**config.mk**
```make
export PLATFORM = sky130hd
export DESIGN_NAME = half_to_single_stream_widener
export DESIGN_NICKNAME = d
export VERILOG_FILES = /design/src/rtl/htssw_pkg.sv /design/src/rtl/half_to_single_stream_widener.sv
export SDC_FILE = /design/constraint.sdc
export NUM_CORES = 1
export LEC_CHECK = 0
export BUFFER_PORTS_ARGS = -buffer_cell sky130_fd_sc_hd__buf_2
export CAP_MARGIN = 20
export CORE_ASPECT_RATIO = 1.1
export CORE_MARGIN = 3
export CORE_UTILIZATION = 59
export CTS_CLUSTER_DIAMETER = 40
export DETAILED_ROUTE_END_ITERATION = 16
export HOLD_SLACK_MARGIN = 0.1
export PLACE_DENSITY = 0.93
export SKIP_CTS_REPAIR_TIMING = 1
export SKIP_LAST_GASP = 1
export SLEW_MARGIN = 30
export SYNTH_ARGS = -nofsm -noshare
export SYNTH_HDL_FRONTEND = slang
export SYNTH_SLANG_ARGS = --single-unit
```
**constraint.sdc**
```tcl
create_clock -name clk -period 5.4 [get_ports clk]
set_input_delay 0.27 -clock clk [delete_from_list [all_inputs] [get_ports clk]]
set_output_delay 0.27 -clock clk [all_outputs]
set_load 0.03 [all_outputs]
```
**src/rtl/htssw_pkg.sv**
```systemverilog
// -----------------------------------------------------------------------------
// Half to single stream widener package
// Shared widths and the half to single precision conversion function.
// -----------------------------------------------------------------------------
package htssw_pkg;

    localparam int BEAT_WIDTH_DEF = 64;
    localparam int HALF_BITS      = 16;
    localparam int SINGLE_BITS    = 32;

    // Finds the leading one of a nonzero 10-bit subnormal fraction.
    function automatic logic [3:0] lead_one(input logic [9:0] man);
        logic [3:0] p;
        p = 4'd0;
        for (int i = 0; i < 10; i++)
        begin
            if (man[i])
            begin
                p = 4'(i);
            end
        end
        return p;
    endfunction

    function automatic logic [31:0] widen_half(input logic [15:0] h);
        logic [4:0]  ex;
        logic [9:0]  man;
        logic [3:0]  p;
        logic [9:0]  frac;
        logic [30:0] bits;
        ex   = h[14:10];
        man  = h[9:0];
        p    = lead_one(man);
        frac = 10'(man << (4'd10 - p));
        if (ex == 5'd0)
        begin
            if (man == 10'd0)
            begin
                bits = 31'd0;
            end
            else
            begin
                bits = {8'(p) + 8'd103, frac, 13'd0};
            end
        end
        else if (ex == 5'h1F)
        begin
            bits = {8'hFF, man, 13'd0};
        end
        else
        begin
            bits = {8'(ex) + 8'd112, man, 13'd0};
        end
        return {h[15], bits};
    endfunction

endpackage

```
**src/rtl/half_to_single_stream_widener.sv**
```systemverilog
// -----------------------------------------------------------------------------
// Half to single stream widener
// Splits each beat of packed half-precision values into beats of singles.
// -----------------------------------------------------------------------------
// Usage: the slave channel (s_axis_*) takes a beat of BEAT_WIDTH/16 halves with
// byte keep and last. The master channel (m_axis_*) gives, for each beat, a
// transaction with the lower half converted and, unless the beat is last with
// an empty upper keep, a second transaction with the upper half.
// tuser on the output carries item_done, set on the final transaction of a beat.
// Pipeline: three register stages (split, convert, output); split holds a beat,
// convert holds one selected half and output holds its converted singles.
// The single output port limits the rate: a full beat gives two transactions,
// a short final beat one; a new beat is taken as the held one issues its last.
// Reset clears all valid bits; no transaction is in flight afterwards.
// When the receiver stalls, every full stage holds its contents while empty
// stages fill, then the splitter stops taking beats; nothing is lost or repeated.
// -----------------------------------------------------------------------------
module half_to_single_stream_widener #(
    parameter int BEAT_WIDTH = htssw_pkg::BEAT_WIDTH_DEF
) (
    input  logic                    clk,
    input  logic                    rst_n,
    input  logic                    s_axis_tvalid,
    output logic                    s_axis_tready,
    input  logic [BEAT_WIDTH-1:0]   s_axis_tdata,   // beat_data
    input  logic [BEAT_WIDTH/8-1:0] s_axis_tkeep,   // beat_keep
    input  logic                    s_axis_tlast,   // beat_last
    output logic                    m_axis_tvalid,
    input  logic                    m_axis_tready,
    output logic [BEAT_WIDTH-1:0]   m_axis_tdata,   // out_data
    output logic [BEAT_WIDTH/8-1:0] m_axis_tkeep,   // out_keep
    output logic                    m_axis_tlast,   // out_last
    output logic                    m_axis_tuser    // item_done
);

    localparam int HW   = BEAT_WIDTH / 2;
    localparam int KW   = BEAT_WIDTH / 16;
    localparam int NH   = HW / htssw_pkg::HALF_BITS;

    // Stage 0: holds an accepted beat and feeds out its halves.
    logic                    s0_valid_reg;
    logic                    s0_upper_reg;
    logic [BEAT_WIDTH-1:0]   s0_data_reg;
    logic [BEAT_WIDTH/8-1:0] s0_keep_reg;
    logic                    s0_last_reg;
    // Stage 1: one half selected.
    logic                    s1_valid_reg;
    logic [HW-1:0]           s1_data_reg;
    logic [KW-1:0]           s1_keep_reg;
    logic                    s1_last_reg;
    logic                    s1_done_reg;
    // Stage 2: output register.
    logic                    s2_valid_reg;
    logic [BEAT_WIDTH-1:0]   s2_data_reg;
    logic [BEAT_WIDTH/8-1:0] s2_keep_reg;
    logic                    s2_last_reg;
    logic                    s2_done_reg;

    logic adv2, adv1, adv0, short_beat, s0_done;
    logic [BEAT_WIDTH-1:0]   conv_data;
    logic [BEAT_WIDTH/8-1:0] conv_keep;

    assign adv2 = !s2_valid_reg || m_axis_tready;
    assign adv1 = !s1_valid_reg || adv2;
    assign short_beat = s0_last_reg && (s0_keep_reg[BEAT_WIDTH/8-1:BEAT_WIDTH/16] == '0);
    assign s0_done = s0_upper_reg || short_beat;
    assign adv0 = s0_valid_reg && adv1;
    assign s_axis_tready = !s0_valid_reg || (adv1 && s0_done);

    always_comb
    begin
        for (int j = 0; j < NH; j++)
        begin
            conv_data[j*32 +: 32] = htssw_pkg::widen_half(s1_data_reg[j*16 +: 16]);
            conv_keep[j*4 +: 4]   = (s1_keep_reg[j*2 +: 2] == 2'b11) ? 4'hF : 4'h0;
        end
    end

    always_ff @(posedge clk or negedge rst_n)
    begin
        if (!rst_n)
        begin
            s0_valid_reg <= 1'b0;
            s0_upper_reg <= 1'b0;
            s1_valid_reg <= 1'b0;
            s2_valid_reg <= 1'b0;
        end
        else
        begin
            if (s_axis_tvalid && s_axis_tready)
            begin
                s0_valid_reg <= 1'b1;
                s0_upper_reg <= 1'b0;
            end
            else if (adv0)
            begin
                if (s0_done)
                begin
                    s0_valid_reg <= 1'b0;
                end
                s0_upper_reg <= 1'b1;
            end
            if (adv1)
            begin
                s1_valid_reg <= s0_valid_reg;
            end
            if (adv2)
            begin
                s2_valid_reg <= s1_valid_reg;
            end
        end
    end

    always_ff @(posedge clk)
    begin
        if (s_axis_tvalid && s_axis_tready)
        begin
            s0_data_reg <= s_axis_tdata;
            s0_keep_reg <= s_axis_tkeep;
            s0_last_reg <= s_axis_tlast;
        end
        if (adv0)
        begin
            s1_data_reg <= s0_upper_reg ? s0_data_reg[BEAT_WIDTH-1:HW] : s0_data_reg[HW-1:0];
            s1_keep_reg <= s0_upper_reg ? s0_keep_reg[BEAT_WIDTH/8-1:BEAT_WIDTH/16]
                                        : s0_keep_reg[BEAT_WIDTH/16-1:0];
            s1_last_reg <= s0_last_reg && s0_done;
            s1_done_reg <= s0_done;
        end
        if (adv2 && s1_valid_reg)
        begin
            s2_data_reg <= conv_data;
            s2_keep_reg <= conv_keep;
            s2_last_reg <= s1_last_reg;
            s2_done_reg <= s1_done_reg;
        end
    end

    assign m_axis_tvalid = s2_valid_reg;
    assign m_axis_tdata  = s2_data_reg;
    assign m_axis_tkeep  = s2_keep_reg;
    assign m_axis_tlast  = s2_last_reg;
    assign m_axis_tuser  = s2_done_reg;

    // A last transaction always closes its beat.
    assert property (@(posedge clk) disable iff (!rst_n)
        m_axis_tvalid && m_axis_tlast |-> m_axis_tuser)
        else $error("out_last without item_done");

    // A stalled output transaction stays valid and holds its data.
    assert property (@(posedge clk) disable iff (!rst_n)
        m_axis_tvalid && !m_axis_tready |=> m_axis_tvalid && $stable(m_axis_tdata))
        else $error("output changed under stall");

    // A new beat is never taken while the held one still owes its upper half.
    assert property (@(posedge clk) disable iff (!rst_n)
        s0_valid_reg && !s0_done |-> !s_axis_tready)
        else $error("beat accepted before upper half issued");

endmodule
```
[After elaboration in Yosys (flattened, before gate mapping)]
Cells that the tools add are included.
Operators by class
  add/sub/neg operators: 6
  equal/unequal tests: 4
  shifts and indexed selects: 2
  mux-type cells: 33
  reduce and logical (&&, ||, !) cells: 21
Operators by type and width (count)
  2-to-1 mux 31 bit: 6
  2-to-1 mux 4 bit: 18
  2-to-1 mux 32 bit: 1
  zero test 10 bit: 2
  left shift 10 x 4 -> 10 bit: 2
  adder 4 x 7 -> 8 bit (second input constant): 2
  adder 5 x 7 -> 8 bit (second input constant): 2
  == test 5 bit (second input constant): 2
  zero test 5 bit: 2
  subtractor 4 bit (first input constant): 2
  2-to-1 mux 1 bit: 7
  logical AND 1 bit: 6
  == test 2 bit (second input constant): 2
  zero test 4 bit: 1
  logical OR 1 bit: 4
  nonzero test 2 bit: 2
  zero test 1 bit: 3
  2-to-1 mux 2 bit: 1
  AND reduction 2 bit: 1
Storage, ports and cells
  bits in registers: 189
  word-level logic and storage cells: 81

[Logic depth before layout (Yosys ltp)]
Gate-level depths: netlist of the first run.
  depth in word-level cells: 13
  mapped depth: 12
  mapped depth without buffers: 10

[Worst setup path after synthesis of the first run]
OpenSTA, ideal clock, no wires.
  path type: reg-to-reg
  start point: register s0_keep_reg[6]
  end point: register s0_data_reg[0], enable pin
  library setup time: 439 ps
  arrival time: 3398 ps
  setup slack: 1562 ps
  stages on the path, launching flop included: 5
  buffers on the path: 0
  period minus slack after synthesis: 3838 ps
  path through: edfxtp_1 nor4_1 a21oi_1 o21ai_0 and2_1
On the way
  cells in the longest elaborated chain, start to end: 6
RTL lines
  start: declaration: line half_to_single_stream_widener.sv:44  | logic [BEAT_WIDTH/8-1:0] s0_keep_reg;
  start signal: assignment: line half_to_single_stream_widener.sv:119  | s0_keep_reg <= s_axis_tkeep;
  zero test 4 bit: line half_to_single_stream_widener.sv:65  | assign short_beat = s0_last_reg && (s0_keep_reg[BEAT_WIDTH/8-1:BEAT_WIDTH/16] == '0);
  logical AND 1 bit: line half_to_single_stream_widener.sv:65
  logical OR 1 bit: line half_to_single_stream_widener.sv:66  | assign s0_done = s0_upper_reg || short_beat;
  logical AND 1 bit: line half_to_single_stream_widener.sv:68  | assign s_axis_tready = !s0_valid_reg || (adv1 && s0_done);
  logical OR 1 bit: line half_to_single_stream_widener.sv:68
  net s_axis_tready: line half_to_single_stream_widener.sv:24  | output logic s_axis_tready,
  logical AND 1 bit: line half_to_single_stream_widener.sv:116  | if (s_axis_tvalid && s_axis_tready)
  end signal: assignment: line half_to_single_stream_widener.sv:118  | s0_data_reg <= s_axis_tdata;
  end: declaration: line half_to_single_stream_widener.sv:43  | logic [BEAT_WIDTH-1:0] s0_data_reg;
The timed path passes the listed nets, and every way through them passes these cells.
A chain may end at the register's enable or synchronous reset.

[Worst setup path in the final report of the first run]
  start point: register s0_keep_reg[6]
  end point: register s0_data_reg[43], enable pin
On the way
  cells in the longest elaborated chain, start to end: 6
RTL lines (line)
  zero test 4 bit: half_to_single_stream_widener.sv:65
  logical AND 1 bit: half_to_single_stream_widener.sv:65
  logical OR 1 bit: half_to_single_stream_widener.sv:66
  logical AND 1 bit: half_to_single_stream_widener.sv:68
  logical OR 1 bit: half_to_single_stream_widener.sv:68
  logical AND 1 bit: half_to_single_stream_widener.sv:116
Every way passes these cells.

==> impl_metrics.env, run 1 <==
export IMPL_status="finished clean"
export IMPL_synthSimpleGateAreaFrac_pct=9.87
export IMPL_finalMaxSlewViolations=0
export IMPL_hold_class="input port to register"
export IMPL_cts_made_buffers=17
export IMPL_fin_cells=854
export IMPL_internal_power_uw=3020
export IMPL_dp_cells=747
export IMPL_rows=41
export IMPL_synthToLayoutAreaGrowth_pct=27.0
export IMPL_cp_required_ns=5.45
export IMPL_synth_xor_area_share_pct=1.38
export IMPL_cts_tree="built"
export IMPL_grt_overflow_total=0
export IMPL_start_util_pct=60.8
export IMPL_final_setup_skew_ns=0.0178
export IMPL_final_setup_viol_count=0
export IMPL_place_congestion=0.897
export IMPL_port_buffers=126
export IMPL_p_seq_share_pct=41.5
export IMPL_synth_most_common_cell="edfxtp_1"
export IMPL_cellLeakagePower_uw=0.00346
export IMPL_dr_pass1_iters=5
export IMPL_worstMarginPinSlew_ns=0.816
export IMPL_rsz0062_at_grt="false"
export IMPL_path_cells="nor4_1 -> a21oi_1 -> o21ai_0 -> and2_2 -> buf_4"
export IMPL_comb_power_share_pct=33.9
export IMPL_synth_ff_latch_count=155
export IMPL_diodes=0
export IMPL_drtIter0Drc=422
export IMPL_synth_top_family_by_area="simple AND/OR/NAND/NOR gates"
export IMPL_tns_ns=0
export IMPL_wirelength_um=16600
export IMPL_viasPerCell=5.72
export IMPL_die_w_um=110
export IMPL_hold_violations=0
export IMPL_core_area_mm2=0.0116
export IMPL_power_switching_uw=1720
export IMPL_drive_gt1_share_pct=30.7
export IMPL_ant_nets=0
export IMPL_endpoint_kind="register"
export IMPL_vias=4885
export IMPL_synth_warning_count=0
export IMPL_antenna_found_initial=0
export IMPL_syn_area_mm2=0.00705
export IMPL_syn_area_per_cell_um2=14.0
export IMPL_clock_fmax_mhz=304
export IMPL_synthMuxAreaShare_pct=6.80
export IMPL_grt_total_usage_pct=21.2
export IMPL_synthFlopType="edfxtp_1"
export IMPL_crit_path_max_incr_delay_ns=0.77
export IMPL_synth_area_leaders="edfxtp_1 (64%), mux2_2 (5.9%), buf_4 (3.6%)"
export IMPL_crit_path_start_kind="register"
export IMPL_pwr_share_clk_pct=24.6
export IMPL_synthArstFlopShare_pct=2.58
export IMPL_arrival_ns=3.34
export IMPL_wire_per_inst_um=19.5
export IMPL_cts_sinks=155
export IMPL_cts_root_buf="clkbuf_16"
export IMPL_die_area_mm2=0.0133
export IMPL_synth_seq_area_share_pct=65.8
export IMPL_cts_htree_levels=4
export IMPL_chipHeight_um=121
export IMPL_nets=772
export IMPL_clk_insertion_delay_late_ns=0.42
export IMPL_pin_count=153
export IMPL_yosys_top_cells_count="edfxtp_1 (151), mux2_2 (37), nand2_1 (37)"
export IMPL_p_per_area_mw_per_mm2=530
export IMPL_drcViolationCount=0
export IMPL_synth_cells=502
export IMPL_critPathMaxFanout=40
export IMPL_grt_pass1_wl_um=21200
export IMPL_grt_pass1_vias=4174
export IMPL_synthAdderAreaFrac_pct=0.710
export IMPL_p_sw_share_pct=36.4
export IMPL_drv_cap=0
export IMPL_hpwl_um=9340
export IMPL_cts_path_max_buffers=2
export IMPL_largest_reg_flops=64
export IMPL_path_clk_slew_ns=0.06
export IMPL_synth_compound_area_share_pct=9.59
export IMPL_grt_max_degree=41
export IMPL_synth_edf_count=151
export IMPL_relSlewSlack_pct=45.6
export IMPL_cp_slowest_cell="and2_2"
export IMPL_synth_cell_types=71
export IMPL_critical_path_class="register to register"
export IMPL_fin_crit_ns=3.29
export IMPL_fin_crit_sh_pct=60.9
export IMPL_ir_drop_v=0.000423
export IMPL_synth_top_area_cell="edfxtp_1"
export IMPL_synth_top_area_share_pct=64.3
## worst max-delay path, delay by kind of cell, from the launching register on
family                 cells  cell delay [ns]
and+or+nand+nor            2             1.27
AOI/OAI and AO/OA          2             0.64
buffers and inverters      1             0.57
DFF                        1             0.42
## worst paths after layout
check,from,end,slack [ns],cells past startpoint
worst max-delay path,s0_keep_reg[6],s0_data_reg[43],2.11,5
worst min register to register,s1_data_reg[15],m_axis_tdata[31],0.43,0
max in group asynchronous,rst_n,s0_valid_reg,5.04,2
worst min-delay path,m_axis_tready,m_axis_tvalid,0.16,3
worst max register to register,s0_keep_reg[6],s0_data_reg[43],2.11,5
min in group asynchronous,rst_n,s1_valid_reg,0.22,2
## cells by family after synthesis
family                     count (synthesis)
DFF                                      155
adders and majority gates                  4
buffers and inverters                     72
other                                      1
and+or+nand+nor                          128
muxes                                     42
AOI/OAI and AO/OA                         94
xor gates and xnor gates                   6
## stage by stage
step	util [%]	total power (µW)	hold slack (ns)	area, µm²	worst slack [ns]
finish	77.2	4740	0.158	8950	2.11
global route	77.2	4960	0.189	8950	1.83
CTS	70.7	4650	-0.362	8200	2.19
detailed placement	65.7	3500	0.0812	7620	2.21
global placement	65.7	3450	0.0759	7620	2.31
floorplan	-	3160	-0.0256	7140	1.56
## power groups by stage
stage	Clock [µW]	Combinational (µW)	Sequential, µW
4_1_cts	1160	1530	1950
6_report	1170	1610	1970
2_1_floorplan	0	1100	2060
5_1_grt	1220	1740	2000
3_5_place_dp	0	1520	1970
3_3_place_gp	0	1490	1960
## cell type report
cell class,count,area (µm²)
multi-input cells,300,2100
well taps,150,188
clock buffers,18,429
clock inverters,14,145
repair buffers,203,1400
inverters,14,53.8
fillers,694,2650
flip-flops and latches,155,4630
## metal layers
metal / GRT usage, % / wire, µm / part of all wire (%) / vias to the layer above
met5: 0 / 0 / 0 / -
met4: 8.39 / 380 / 2.3 / 0
met3: 5.82 / 1500 / 9.0 / 34
met2: 33.3 / 8450 / 51 / 301
met1: 28.3 / 6300 / 38 / 2328
li1: - / - / - / 2222
## cell usage in the layout (no fill, tap or decap), types with 5 or more instances in the layout
master	synthesis	routed
o21ai_0	14	14
o211ai_1	5	5
inv_1	13	13
a22oi_1	6	6
nor2_1	22	22
dlygate4sd3_1	0	75
o21bai_1	6	6
nand2_1	37	37
a21oi_1	14	14
nand3_1	6	6
edfxtp_1	151	151
or3_1	5	5
nor2b_1	10	10
conb_1	1	26
o31ai_1	8	8
nand2b_1	9	9
nor3_1	12	12
buf_2	4	126
clkbuf_16	0	17
mux2_2	37	37
Power figures use the tool's default switching activity.
==> run 2: changes to the inputs <==
ABC_AREA = 1   (was not set)
CORE_UTILIZATION = 49   (was 59)
PLACE_DENSITY = 0.83   (was 0.93)
clock period = 3 ns   (was 5.4 ns; I/O delays follow)
==> run 2 against run 1 <==
- setup slack got worse by 1.6 ns
- sequential share of layout area is 0.080 points lower
- area after synthesis is 1.9% lower
- die area up 17%
- non-clock buffer count is 9 higher
- register-to-register slack worse by 1.6 ns
- sequential power rose by 75%
- critical endpoint is now m_axis_tdata[18]
==> impl_metrics.env, run 2 <==
export IMPL_status="finished clean"
export IMPL_final_setup_skew_ns=0.0128
export IMPL_final_cell_mix="nand2_1 (202), edfxtp_1 (151), buf_2 (126)"
export IMPL_fin_crit_ns=2.51
export IMPL_grt_max_degree=44
export IMPL_clk_insertion_delay_late_ns=0.43
export IMPL_path_cells="inv_2 -> nand2_1 -> nand2_1 -> nand2_1 -> nand2_1 -> nand2_1 -> nand2_2 -> nand2_2 -> ha_1 -> inv_1 -> nand3_1 -> nand3_1 -> nand3_1 -> o21ai_0"
export IMPL_ant_nets=0
export IMPL_synthFlopType="edfxtp_1"
export IMPL_hold_violations=0
export IMPL_worstMarginPinSlew_ns=0.550
export IMPL_synth_warning_count=0
export IMPL_relSlewSlack_pct=63.3
export IMPL_rows=44
export IMPL_viasPerCell=4.96
export IMPL_cpLargestDelayFamily="simple AND/OR/NAND/NOR gates"
export IMPL_synth_compound_area_share_pct=5.38
export IMPL_min_to="m_axis_tdata[63]"
export IMPL_worst_path_buf_inv=2
export IMPL_cts_path_max_buffers=2
export IMPL_syn_area_per_cell_um2=11.1
export IMPL_critPathMaxFanout=12
export IMPL_chipHeight_um=131
export IMPL_finalMaxSlewViolations=0
export IMPL_vias=5071
export IMPL_drive_gt1_share_pct=24.6
export IMPL_dp_cells=914
export IMPL_final_setup_viol_count=0
export IMPL_synth_top_area_cell="edfxtp_1"
export IMPL_cp_required_ns=3.15
export IMPL_rsz0062_at_grt="false"
export IMPL_ff2ff_setup_slack_ns=0.49
export IMPL_core_area_mm2=0.0135
export IMPL_start_util_pct=51.2
export IMPL_ir_drop_v=0.000662
export IMPL_antenna_found_initial=0
export IMPL_synthMuxAreaShare_pct=0
export IMPL_hp_start="s1_data_reg[31]"
export IMPL_finalWorstSetupSlack_ns=0.491
export IMPL_pin_count=153
export IMPL_grt_pass1_vias=4416
export IMPL_grt_pass1_wl_um=21400
export IMPL_diodes=0
export IMPL_drv_cap=0
export IMPL_crit_path_max_incr_delay_ns=0.51
export IMPL_arrival_ns=2.66
export IMPL_grt_overflow_total=0
export IMPL_synthSimpleGateAreaFrac_pct=17.8
export IMPL_dr_pass1_iters=5
export IMPL_port_buffers=126
export IMPL_crit_path_start_kind="register"
export IMPL_r2r_start="s1_data_reg[2]"
export IMPL_endpoint_kind="register"
export IMPL_nets=907
export IMPL_cts_tree="built"
export IMPL_synth_area_leaders="edfxtp_1 (66%), nand2_1 (11%), buf_4 (3.7%)"
export IMPL_tns_ns=0
export IMPL_rr_worst_depth=14
export IMPL_clock_fmax_mhz=399
export IMPL_hold_class="register to register"
export IMPL_cp_slowest_cell="ha_1"
export IMPL_cts_sinks=155
export IMPL_synth_xor_area_share_pct=0.887
export IMPL_crit_top_cell="nand2_1"
export IMPL_synth_top_area_share_pct=65.6
export IMPL_dpl_cell_area_mm2=0.00763
export IMPL_synth_edf_count=151
export IMPL_cellLeakagePower_uw=0.00391
export IMPL_synth_cells=620
export IMPL_synth_seq_area_share_pct=67.1
export IMPL_die_w_um=119
export IMPL_worstReg2RegEnd="m_axis_tdata[18]"
export IMPL_synthArstFlopShare_pct=2.58
export IMPL_path_clk_slew_ns=0.06
export IMPL_die_area_mm2=0.0156
export IMPL_cts_made_buffers=17
export IMPL_largest_reg_flops=64
export IMPL_critical_path_class="register to register"
export IMPL_synth_most_common_cell="nand2_1"
export IMPL_yosys_top_cells_count="nand2_1 (202), edfxtp_1 (151), inv_1 (45), nand3_1 (45), buf_4 (34)"
export IMPL_fin_cells=1023
export IMPL_post_route_cell_area_mm2=0.00896
export IMPL_cts_root_buf="clkbuf_16"
export IMPL_wire_per_inst_um=15.8
export IMPL_fin_crit_sh_pct=83.6
export IMPL_min_path_cells=0
export IMPL_cts_htree_levels=4
export IMPL_hpwl_um=9660
export IMPL_grt_total_usage_pct=17.8
export IMPL_place_congestion=0.904
export IMPL_synth_top_family_by_area="simple AND/OR/NAND/NOR gates"
export IMPL_wirelength_um=16100
export IMPL_synth_cell_types=38
export IMPL_final_common_cell="nand2_1"
export IMPL_drcViolationCount=0
export IMPL_synthAdderAreaFrac_pct=0.724
export IMPL_pre_cts_slack_ns=0.563
export IMPL_syn_area_mm2=0.00691
export IMPL_drtIter0Drc=396
export IMPL_synthToLayoutAreaGrowth_pct=29.7
export IMPL_p_per_area_mw_per_mm2=985
export IMPL_synth_ff_latch_count=155
export IMPL_total_power_uw=8830
## run 2: cell type report
class | count | area (µm²)
Sequential cell | 155 | 4630
Fill cell | 989 | 4530
Multi-Input combinational cell | 382 | 1830
Timing Repair Buffer | 212 | 1480
Clock buffer | 17 | 425
Tap cell | 184 | 230
Inverter | 58 | 220
Clock inverter | 15 | 139
## run 2: cells by family after synthesis
kind of cell / count (synthesis)
other cells: 1
simple gates: 288
compound gates: 60
fa+ha+maj: 4
xor+xnor: 4
flops: 155
buf+inv: 108
## run 2: how the worst max path moves through the flow
stage / to / startpoint / slack (ns) / cells past startpoint
2_1_floorplan: m_axis_tdata[13] / m_axis_tvalid / 0.02 / 1
3_3_place_gp: m_axis_tdata[53] / s1_data_reg[19] / 0.53 / 15
3_5_place_dp: m_axis_tdata[17] / s1_data_reg[2] / 0.56 / 15
4_1_cts: m_axis_tdata[17] / s1_data_reg[2] / 0.53 / 15
5_1_grt: m_axis_tdata[21] / s1_data_reg[1] / 0.29 / 15
6_report: m_axis_tdata[18] / s1_data_reg[2] / 0.49 / 14
## run 2: worst register-to-register path, cell delays in order, from the launching register on
cell and delay [ns]:
edfxtp_1 0.43, inv_2 0.09, nand2_1 0.05, nand2_1 0.06, nand2_1 0.05, nand2_1 0.05, nand2_1 0.06, nand2_2 0.11
nand2_2 0.18, ha_1 0.51, inv_1 0.22, nand3_1 0.16, nand3_1 0.09, nand3_1 0.08, o21ai_0 0.10
## run 2: where the power goes
| group | total [µW] | internal [µW] | switching, µW |
|---|---|---|---|
| registers | 3440 | 3170 | 279 |
| clock network | 2040 | 1160 | 886 |
| logic | 3350 | 1010 | 2340 |
| total | 8830 | 5330 | 3500 |
## run 2: routing by layer
metal  wire length, µm  part of all wire [%]  GRT usage, %
met5                 0                     0             0
met4               385                   2.4          7.43
met3               994                   6.2          4.30
met2              8280                    51          29.7
met1              6490                    40          22.7
## run 2: through the flow
stage	hold WS, ns	utilization [%]
final	0.413	66.4
after global routing	0.426	66.4
after CTS	-0.491	60.7
after detailed placement	-0.0427	56.5
after global placement	-0.0397	56.5
after floorplan	-0.146	-
==> run 3: changes to the inputs <==
clock period = 2.13 ns   (was 3 ns; I/O delays follow)
==> run 3 against run 2 <==
- critical path type unchanged
- first-iteration DRC count grew 6.8%
- maximum frequency up 19%
- wire length grew 9.4%
==> impl_metrics.env, run 3 (synthesis gave the netlist of run 2 again) <==
export IMPL_status="finished clean"
export IMPL_start_util_pct=51.2
export IMPL_viasPerCell=5.03
export IMPL_rsz0062_at_grt="true"
export IMPL_hpwl_um=9990
export IMPL_vias=5372
export IMPL_clock_fmax_mhz=475
export IMPL_cp_slowest_cell="edfxtp_1"
export IMPL_cts_htree_levels=4
export IMPL_grt_max_degree=42
export IMPL_arrival_ns=2.29
export IMPL_largest_reg_flops=64
export IMPL_hold_violations=0
export IMPL_diodes=0
export IMPL_ir_drop_v=0.000951
export IMPL_final_setup_viol_count=0
export IMPL_fin_cells=1069
export IMPL_drtIter0Drc=423
export IMPL_grt_pass1_wl_um=22100
export IMPL_path_clk_slew_ns=0.07
export IMPL_grt_total_usage_pct=18.6
export IMPL_critical_path_class="register to register"
export IMPL_relSlewSlack_pct=65.4
export IMPL_fin_crit_ns=2.11
export IMPL_crit_path_max_incr_delay_ns=0.41
export IMPL_die_area_mm2=0.0156
export IMPL_pin_count=153
export IMPL_dr_pass1_iters=6
export IMPL_nets=953
export IMPL_cts_sinks=155
export IMPL_final_setup_skew_ns=0.0127
export IMPL_chipHeight_um=131
export IMPL_grt_overflow_total=0
export IMPL_cts_path_max_buffers=2
export IMPL_met2WireLength_um=9190
export IMPL_post_route_cell_area_mm2=0.00952
export IMPL_min_to="s0_keep_reg[0]"
export IMPL_crit_top_cell="nand2_1"
export IMPL_ant_nets=0
export IMPL_drv_cap=0
export IMPL_antenna_found_initial=0
export IMPL_rows=44
export IMPL_core_area_mm2=0.0135
export IMPL_path_cells="nor3_2 -> nor3_2 -> nor2_2 -> inv_2 -> ha_4 -> inv_4 -> buf_4 -> nand2_1 -> nand3_1 -> nand2_1 -> nand2_1 -> nand2_1 -> nand2_1"
export IMPL_wl_met1_um=6970
export IMPL_synthToLayoutAreaGrowth_pct=37.7
export IMPL_r2r_start="s1_data_reg[4]"
export IMPL_grt_pass1_vias=4572
export IMPL_finalMaxSlewViolations=0
export IMPL_cts_root_buf="clkbuf_16"
export IMPL_final_cell_mix="nand2_1 (201), edfxtp_1 (151), buf_2 (126)"
export IMPL_min_path_cells=2
export IMPL_cp_required_ns=2.31
export IMPL_worstMarginPinSlew_ns=0.514
export IMPL_critPathMaxFanout=6
export IMPL_place_congestion=0.911
export IMPL_dpl_cell_area_mm2=0.00791
export IMPL_drive_gt1_share_pct=31.9
export IMPL_met3_length_um=1140
export IMPL_cts_made_buffers=17
export IMPL_total_power_uw=13800
export IMPL_wire_per_inst_um=16.5
export IMPL_drcViolationCount=0
export IMPL_die_w_um=119
export IMPL_endpoint_kind="register"
export IMPL_ff2ff_setup_slack_ns=0.02
export IMPL_hold_class="input port to register"
export IMPL_port_buffers=126
export IMPL_worstReg2RegEnd="m_axis_tdata[22]"
export IMPL_cellLeakagePower_uw=0.00416
export IMPL_fin_crit_sh_pct=98.9
export IMPL_cp_startpoint="s1_data_reg[4]"
export IMPL_crit_path_start_kind="register"
export IMPL_dp_cells=947
export IMPL_cts_tree="built"
export IMPL_final_common_cell="nand2_1"
export IMPL_highest_layer="met4"
export IMPL_hp_start="s_axis_tkeep[0]"
export IMPL_p_per_area_mw_per_mm2=1450
export IMPL_rr_worst_depth=13
export IMPL_clk_insertion_delay_late_ns=0.43
export IMPL_wirelength_um=17700
export IMPL_holdWs_ns=0.381
## run 3: changes by cell type in the layout (fill, tap and decap cells not counted), moves of 4 or more
cell and change:
inv_2 +8, nor2_2 +4, buf_4 +41, nor2_1 -4, inv_1 -10, ha_1 -4, ha_4 +4
## run 3: area by class of cell
class	count	area (µm²)
fillers	880	3970
clock buffers	17	425
multi-input cells	382	1950
clock inverters	15	184
well taps	184	230
repair buffers	258	1860
flip-flops and latches	155	4640
inverters	58	225
## run 3: how the worst max path moves through the flow
stage,end,slack [ns]
3_5_place_dp,m_axis_tdata[53],-0.06
3_3_place_gp,m_axis_tdata[54],0.02
2_1_floorplan,s0_data_reg[0],-0.18
6_report,m_axis_tdata[22],0.02
5_1_grt,m_axis_tdata[22],-0.13
4_1_cts,m_axis_tdata[53],-0.1
## run 3: per-layer routing
metal | up-vias | global-route usage [%]
li1 | 2557 | -
met1 | 2529 | 23.8
met2 | 253 | 30.0
met3 | 33 | 5.38
met4 | 0 | 7.70
met5 | - | 0
## run 3: where the power goes
group	switching (µW)	total (µW)	leakage, µW	internal [µW]
clock	1250	3110	0.000287	1860
combinational	3690	5830	0.00238	2140
sequential	392	4850	0.00149	4460
total	5330	13800	0.00416	8460
## run 3: critical path: cells and delay by family, from the launching register on
kind	cells	cell delay [ns]
buffers and inverters	3	0.26
adder cells (fa/ha/maj)	1	0.30
flip-flops	1	0.41
AND/OR/NAND/NOR	9	0.88
## run 3: stage by stage
| stage | setup TNS, ns | setup WS, ns | utilization (%) |
|---|---|---|---|
| global route | -0.751 | -0.134 | 70.6 |
| CTS | -0.282 | -0.0994 | 63.2 |
| detailed placement | -0.175 | -0.0587 | 58.7 |
| finish | 0 | 0.0242 | 70.6 |
| floorplan | -13.44 | -0.184 | - |
| global placement | 0 | 0.0192 | 58.7 |
